## src/design/tmws_pkg.sv

```systemverilog
`timescale 1ns / 1ps
`default_nettype none
// ----------------------------------------------------------------------------
// tmws_pkg
// Shared constants, codes and defaults of the trigram word sampler.
// ----------------------------------------------------------------------------
package tmws_pkg;

   localparam int ALPHABET_DEF    = 26;
   localparam int RETRY_LIMIT_DEF = 10;
   localparam int COUNT_BITS_DEF  = 16;

   localparam int FUNC_W   = 2;
   localparam int LETTER_W = 5;
   localparam int RAND_W   = 32;
   localparam int EVENT_W  = 3;
   localparam int LENGTH_W = 7;
   localparam int CFG_W    = 6;

   localparam logic [FUNC_W-1:0] FUNC_CLEAR     = 2'd0;
   localparam logic [FUNC_W-1:0] FUNC_TRAIN_LTR = 2'd1;
   localparam logic [FUNC_W-1:0] FUNC_TRAIN_END = 2'd2;
   localparam logic [FUNC_W-1:0] FUNC_GENERATE  = 2'd3;

   localparam logic [EVENT_W-1:0] EV_ACK     = 3'd0;
   localparam logic [EVENT_W-1:0] EV_LETTER  = 3'd1;
   localparam logic [EVENT_W-1:0] EV_DONE    = 3'd2;
   localparam logic [EVENT_W-1:0] EV_REJECT  = 3'd3;
   localparam logic [EVENT_W-1:0] EV_RESTART = 3'd4;
   localparam logic [EVENT_W-1:0] EV_EMPTY   = 3'd5;

   localparam logic CSR_MIN_LENGTH = 1'b0;
   localparam logic CSR_MAX_LENGTH = 1'b1;

   localparam logic [CFG_W-1:0] MIN_LENGTH_RST = 6'd0;
   localparam logic [CFG_W-1:0] MAX_LENGTH_RST = 6'd12;

endpackage
`default_nettype wire

```

## src/design/tmws_div.sv

```systemverilog
`timescale 1ns / 1ps
`default_nettype none
// ----------------------------------------------------------------------------
// tmws_div
// Restoring remainder unit: one dividend bit per cycle, over all RAND_W dividend bits.
// ----------------------------------------------------------------------------
module tmws_div #(
   parameter int COUNT_BITS = tmws_pkg::COUNT_BITS_DEF
) (
   input  wire                             clock,
   input  wire                             reset,
   input  wire                             start,
   input  wire  [tmws_pkg::RAND_W-1:0]     dividend,
   input  wire  [COUNT_BITS-1:0]           divisor,
   output logic                            done,
   output logic [COUNT_BITS-1:0]           remainder
);
   import tmws_pkg::*;

   localparam int CNT_W = $clog2(RAND_W);

   logic                  busy_ff, busy_in;
   logic                  done_ff, done_in;
   logic [CNT_W-1:0]      cnt_ff, cnt_in;
   logic [RAND_W-1:0]     dvd_ff, dvd_in;
   logic [COUNT_BITS-1:0] dsr_ff, dsr_in;
   logic [COUNT_BITS-1:0] rem_ff, rem_in;
   logic [COUNT_BITS:0]   trial;
   logic [COUNT_BITS:0]   diff;

   always_comb begin
      trial   = {rem_ff, dvd_ff[RAND_W-1]};
      diff    = trial - {1'b0, dsr_ff};
      busy_in = busy_ff;
      done_in = 1'b0;
      cnt_in  = cnt_ff;
      dvd_in  = dvd_ff;
      dsr_in  = dsr_ff;
      rem_in  = rem_ff;
      if (start) begin
         busy_in = 1'b1;
         cnt_in  = '0;
         dvd_in  = dividend;
         dsr_in  = divisor;
         rem_in  = '0;
      end else if (busy_ff) begin
         dvd_in = {dvd_ff[RAND_W-2:0], 1'b0};
         rem_in = trial >= {1'b0, dsr_ff} ? diff[COUNT_BITS-1:0] : trial[COUNT_BITS-1:0];
         cnt_in = cnt_ff + 1'b1;
         if (cnt_ff == CNT_W'(RAND_W - 1)) begin
            busy_in = 1'b0;
            done_in = 1'b1;
         end
      end
   end

   always_ff @(posedge clock) begin
      if (reset) begin
         busy_ff <= 1'b0;
         done_ff <= 1'b0;
      end else begin
         busy_ff <= busy_in;
         done_ff <= done_in;
      end
      cnt_ff <= cnt_in;
      dvd_ff <= dvd_in;
      dsr_ff <= dsr_in;
      rem_ff <= rem_in;
   end

   assign done      = done_ff;
   assign remainder = rem_ff;

   a_done_after_busy: assert property (@(posedge clock) disable iff (reset)
      done_ff |-> $past(busy_ff))
      else $error("remainder done without a running division");
   a_rem_below_divisor: assert property (@(posedge clock) disable iff (reset)
      done_ff |-> rem_ff < dsr_ff)
      else $error("remainder not below divisor");
   a_no_restart_busy: assert property (@(posedge clock) disable iff (reset)
      busy_ff && !start |=> busy_ff || done_ff)
      else $error("division stopped without done");

endmodule
`default_nettype wire

```

## config.mk

```make
export PLATFORM = sky130hd
export DESIGN_NAME = tmws_div
export DESIGN_NICKNAME = d
export VERILOG_FILES = /design/src/design/tmws_pkg.sv /design/src/design/tmws_div.sv
export SDC_FILE = /design/constraint.sdc
export NUM_CORES = 1
export LEC_CHECK = 0
export ABC_AREA = 1
export BUFFER_PORTS_ARGS = -buffer_cell sky130_fd_sc_hd__buf_2
export CORE_MARGIN = 2
export CORE_UTILIZATION = 45
export DETAILED_ROUTE_END_ITERATION = 7
export GPL_TIMING_DRIVEN = 0
export PLACE_DENSITY = 0.69
export SYNTH_ARGS = -nofsm -noshare
export SYNTH_HDL_FRONTEND = slang
export SYNTH_SLANG_ARGS = --single-unit
```

## constraint.sdc

```tcl
create_clock -name clock -period 1.8 [get_ports clock]
set_input_delay 0 -clock clock [delete_from_list [all_inputs] [get_ports clock]]
set_output_delay 0 -clock clock [all_outputs]
set_load 0.01 [all_outputs]
```

# Word-level counts from Yosys, hierarchy flattened
# Cells that the tools add are included.
# op_classes
n_addsub,2
n_eq_ne,1
reduce_logical,2
n_bitwise,1
n_mux,7
magnitude_cmp,1
# op_table
cell,count
32-bit two-way mux,2
17-bit by 16-bit greater-or-equal comparator with 1-bit output,1
16-bit two-way mux,1
16-bit subtractor,1
"5-bit by 1-bit adder with 5-bit output, second input constant",1
"5-bit equality test, second input constant",1
1-bit two-way mux,4
3-bit OR reduction,1
2-bit nonzero test,1
1-bit NOT,1
# word_totals
register_bits,71

# Depth between registers and ports, before layout
# depth
depth_word,4
ltp_mapped,14
ltp_nobuf,14

# Worst setup path after synthesis
# OpenSTA, ideal clock, no wires.
# synth_path
path_kind,register -> register
from,"reg rem_ff[3], in the netlist remainder[3]"
to,"reg rem_ff[6], in the netlist remainder[6]"
t_arrival_ns,1.623
n_path_buf,1
period_less_slack_ns,1.778
setup_time_ns,0.156
path_stages_with_launch,13
setup_slack_ns,0.022
path_cell_list,dfxtp_1 ha_1 nand2_1 inv_1 nand2_1 nand2_1 nand2_1 nand3_2 nand2_4 buf_2 nand3_1 nand3_1 o21ai_1
# synth_between
elab_chain_cells,2
word_cells_on_any_way,3
# synth_rtl
element,line_no,source
start: declaration,tmws_div.sv:27,"logic [COUNT_BITS-1:0] rem_ff, rem_in;"
start signal: assignment,tmws_div.sv:68,rem_ff <= rem_in;
16-bit subtractor or 17-bit by 16-bit greater-or-equal comparator with 1-bit output (tied branches),"tmws_div.sv:33, tmws_div.sv:48",
16-bit two-way mux *,tmws_div.sv:48,"rem_in = trial >= {1'b0, dsr_ff} ? diff[COUNT_BITS-1:0] : trial[COUNT_BITS-1:0];"
# Mark *: on every way between the ends. The rest lies on a longest branch, timed or not.
# A chain may end at the register's enable or synchronous reset.

# Final worst setup path
# layout_path
from,reg dsr_ff[12]
to,"reg rem_ff[6], in the netlist remainder[6]"
# layout_between
elab_chain_cells,2
# layout_rtl
element,line_no,source
start: declaration,tmws_div.sv:26,"logic [COUNT_BITS-1:0] dsr_ff, dsr_in;"
start signal: assignment,tmws_div.sv:67,dsr_ff <= dsr_in;
17-bit by 16-bit greater-or-equal comparator with 1-bit output,tmws_div.sv:48,
16-bit two-way mux,tmws_div.sv:48,
# Every way passes these cells.

==> impl_metrics.toml <==
[outcome]
outcome = "complete, but fails checks"
failed_checks = "negative setup slack"

[floorplanning]
number_of_standard_cell_rows_in_the_floorplan = 34
die_extent_in_x_um = 98.6
die_area_um2 = 9730
die-height_um = 98.6
core_region_area_um2 = 8720
initial_utilization = 0.462
pin_count = 68

[clock_tree]
clk-insertion-delay-late_ns = 0.36
cts_buffers = 9
clk_path_buf_depth = 2
worst_setup_hold_path_clk_slew_ns = 0.09
root_buffer = "sky130_fd_sc_hd__clkbuf_8"
tritoncts = "yes"
cts.htree.levels = 3
clock_tree_sinks = 71

[detailed_routing]
post_drt_via_cell_ratio = 5.09
routed_wire_length_per_instance_um = 14.5
vias = 3902
detailedRoute.firstIterationViolations = 259
drc_errors = 0
totalWireLength_mm = 11.1
drt_pass1_iterations = 5
detail-route-antenna-nets = 0

[yosys]
share_of_synthesized_area_occupied_by_flip_flops_and_latches = 0.472
share_of_the_synthesized_area_in_compound_gates_ao_oa_aoi_oai = 0.0326
synth_xor_area_frac = 0.0152
synth_fa_ha_area_frac = 0.0609
post_synth_instance_area_um2 = 4030
synth-simple-area-share = 0.334
synth.avg_cell_area_um2 = 8.01
yosys_warnings = 0
syn-instance-count = 503
netlist-cell-type-count = 39
synth.ff_latch_count = 71
synthesis.nets = 573
synth.mux.area_fraction = 0
synth_top_family_by_area = "simple AND/OR/NAND/NOR gates"

[finish]
num-nets-final = 723
post_layout_nonfiller_instances = 766
areaGrowthSynthToFinish_pct = 45.8
post_route_cells_drive_above_1_share = 0.337
diodes = 0

[critical_path]
cp_data_arrival_time_ns = 2.23
worstReg2RegEnd = "remainder[6]"
critical_path_required_ns = 2.07
max_fanout_on_critical_path = 6
critical_path.endpoint_type = "register"
setup.worst_path.class = "reg -> reg"
reg2regPathDepth = 14
reg2reg_setup_slack_ns = -0.17
crit-reg2reg-launch = "dsr_ff[12]"
crit_path_start_kind = "register"

[place]
pre_cts_ws_ns = -0.341
dpl.cell_count = 679
gpl.final_weighted_congestion = 0.902
dp_hpwl_mm = 6.44
buffer_ports.inserted = 67

[timing]
hold_viol_final = 0
final.hold.worst_slack_ns = 0.123
fin_crit_ns = 1.97
final_min_period_over_clock_period = 1.09
timing.slew.headroom = 0.423
finalSetupViolations = 38
final_critical_path_setup_slack_ns = -0.167
clock.fmax_mhz = 508
report.final.slew_viol_count = 0
tightestPinTransition_ns = 0.865
grt_setup_unrepaired = "yes"
final.setup_skew_ns = 0.0169
setup-tns-final_ns = -1.90

[pwr]
leakagePower_nw = 2.81
vdd_drop_max_mv = 0.431
cellPowerDensity_nw_per_um2 = 645

[global_route]
grt_antenna_before_repair = 0
gr-usage-all-layers = 0.217
via_count_of_the_first_global_routing_pass = 3729
grt.overflow.total = 0
grt_start_max_net_pins = 23
grt_pass1_wl_mm = 16.9

[min_path]
hold_path.class = "in -> reg"
min_from = "start"
min_to = "dsr_ff[14]"
worstHoldPathCells = 1

[job]
max-cap-violations = 0
sequential cells by signal (all words and copies together) (netlist names):
signal     cells
cnt_ff         5
remainder     16
done           1
busy_ff        1
dvd_ff        32
dsr_ff        16
routing by layer:
metal,GRT usage,share of wire,vias to the layer above
met3,0.0411,0.064,31
met4,0.0822,0.033,0
met2,0.377,0.49,150
li1,-,-,1907
met5,0,0,-
met1,0.268,0.41,1814
where the power goes:
| part | internal (mW) | total (mW) | leakage [nW] | switching (mW) |
|---|---|---|---|---|
| clock network | 0.517 | 1.21 | 0.0858 | 0.695 |
| registers | 1.87 | 1.92 | 0.674 | 0.0436 |
| logic | 0.313 | 0.662 | 2.05 | 0.349 |
| total | 2.70 | 3.79 | 2.81 | 1.09 |
worst max-delay path by stage:
stage                  from            to  slack [ns]  depth (start not counted)
3_3_place_gp          start     dvd_ff[8]       -0.68                          4
3_5_place_dp          start     dvd_ff[4]       -0.34                          5
4_1_cts          dsr_ff[11]  remainder[6]       -0.08                         12
5_1_grt          dsr_ff[11]  remainder[6]       -0.24                         14
6_report         dsr_ff[12]  remainder[6]       -0.17                         14
2_1_floorplan  remainder[3]  remainder[6]        0.02                         12
cells in the final DEF, fill, tap and decap left out, types with 19 or more instances in the layout:
master	count
sky130_fd_sc_hd__nand2_1	175
sky130_fd_sc_hd__edfxtp_1	48
sky130_fd_sc_hd__inv_1	55
sky130_fd_sc_hd__dlygate4sd3_1	49
sky130_fd_sc_hd__buf_2	68
sky130_fd_sc_hd__nand2_2	29
sky130_fd_sc_hd__nand3_1	20
sky130_fd_sc_hd__nand3_2	21
sky130_fd_sc_hd__dfxtp_1	19
cell families after synthesis:
family	after synthesis
fa+ha+maj	19
buf+inv	85
compound gates	24
simple gates	297
flops	71
xor+xnor	7
metrics by stage:
step	cell area (µm²)	total power [mW]	util
6_report	5880	3.79	0.674
5_1_grt	5880	3.96	0.674
4_1_cts	5630	3.73	0.646
3_5_place_dp	4530	2.37	0.519
3_3_place_gp	4500	2.35	0.516
2_1_floorplan	4030	2.21	-
critical path, cell delays in order (launching register included):
cell and delay, ns:
sky130_fd_sc_hd__edfxtp_1 0.39, sky130_fd_sc_hd__inv_2 0.08, sky130_fd_sc_hd__ha_4 0.23, sky130_fd_sc_hd__nand2_2 0.08, sky130_fd_sc_hd__nand2_2 0.07, sky130_fd_sc_hd__inv_2 0.04, sky130_fd_sc_hd__nand2_1 0.06, sky130_fd_sc_hd__nand2_1 0.08
sky130_fd_sc_hd__nand2_2 0.09, sky130_fd_sc_hd__nor2_8 0.24, sky130_fd_sc_hd__nand2_8 0.11, sky130_fd_sc_hd__buf_12 0.16, sky130_fd_sc_hd__nand2_2 0.07, sky130_fd_sc_hd__nand3_2 0.06, sky130_fd_sc_hd__o21ai_1 0.10
Yosys cell counts, drive strengths merged:
library cell  instances  area share
xor2                  2      0.0043
buf                   5       0.011
xnor2                 5       0.011
a22o                  1      0.0022
nand2               209        0.20
dfxtp                23        0.11
inv                  72       0.067
nor2                 20       0.026
clkbuf                7      0.0065
a211oi                1      0.0019
nor3                  8       0.013
fa                    1      0.0050
edfxtp               48        0.36
nand3b                8       0.015
nor4                  1      0.0016
nand3                42       0.062
a31oi                 1      0.0016
nand4                 4      0.0062
a21oi                11       0.015
ha                   18       0.056
and2                  3      0.0047
clkinv                1     0.00093
or2                   2      0.0031
o21ai                10       0.012
cell type report:
class                           count  area, µm²
Inverter                           73        277
Buffer                             12       85.1
Tap cell                          108        135
Fill cell                         651       2850
Sequential cell                    71       1910
Clock inverter                      7       56.3
Clock buffer                        9        124
Timing Repair Buffer              139       1090
Multi-Input combinational cell    347       2200
what timing repair did:
item / 4_1_cts / 5_1_grt
setup endpoints to repair: 15 / 38
hold endpoints to repair: 50 / 0
gates resized for setup: 53 / 59
hold buffers: 49 / 0
cloned: 1 / 2
pin swaps: 25 / 35
buffers inserted: 15 / 4
Note: power is estimated with default switching activity, not from simulation.
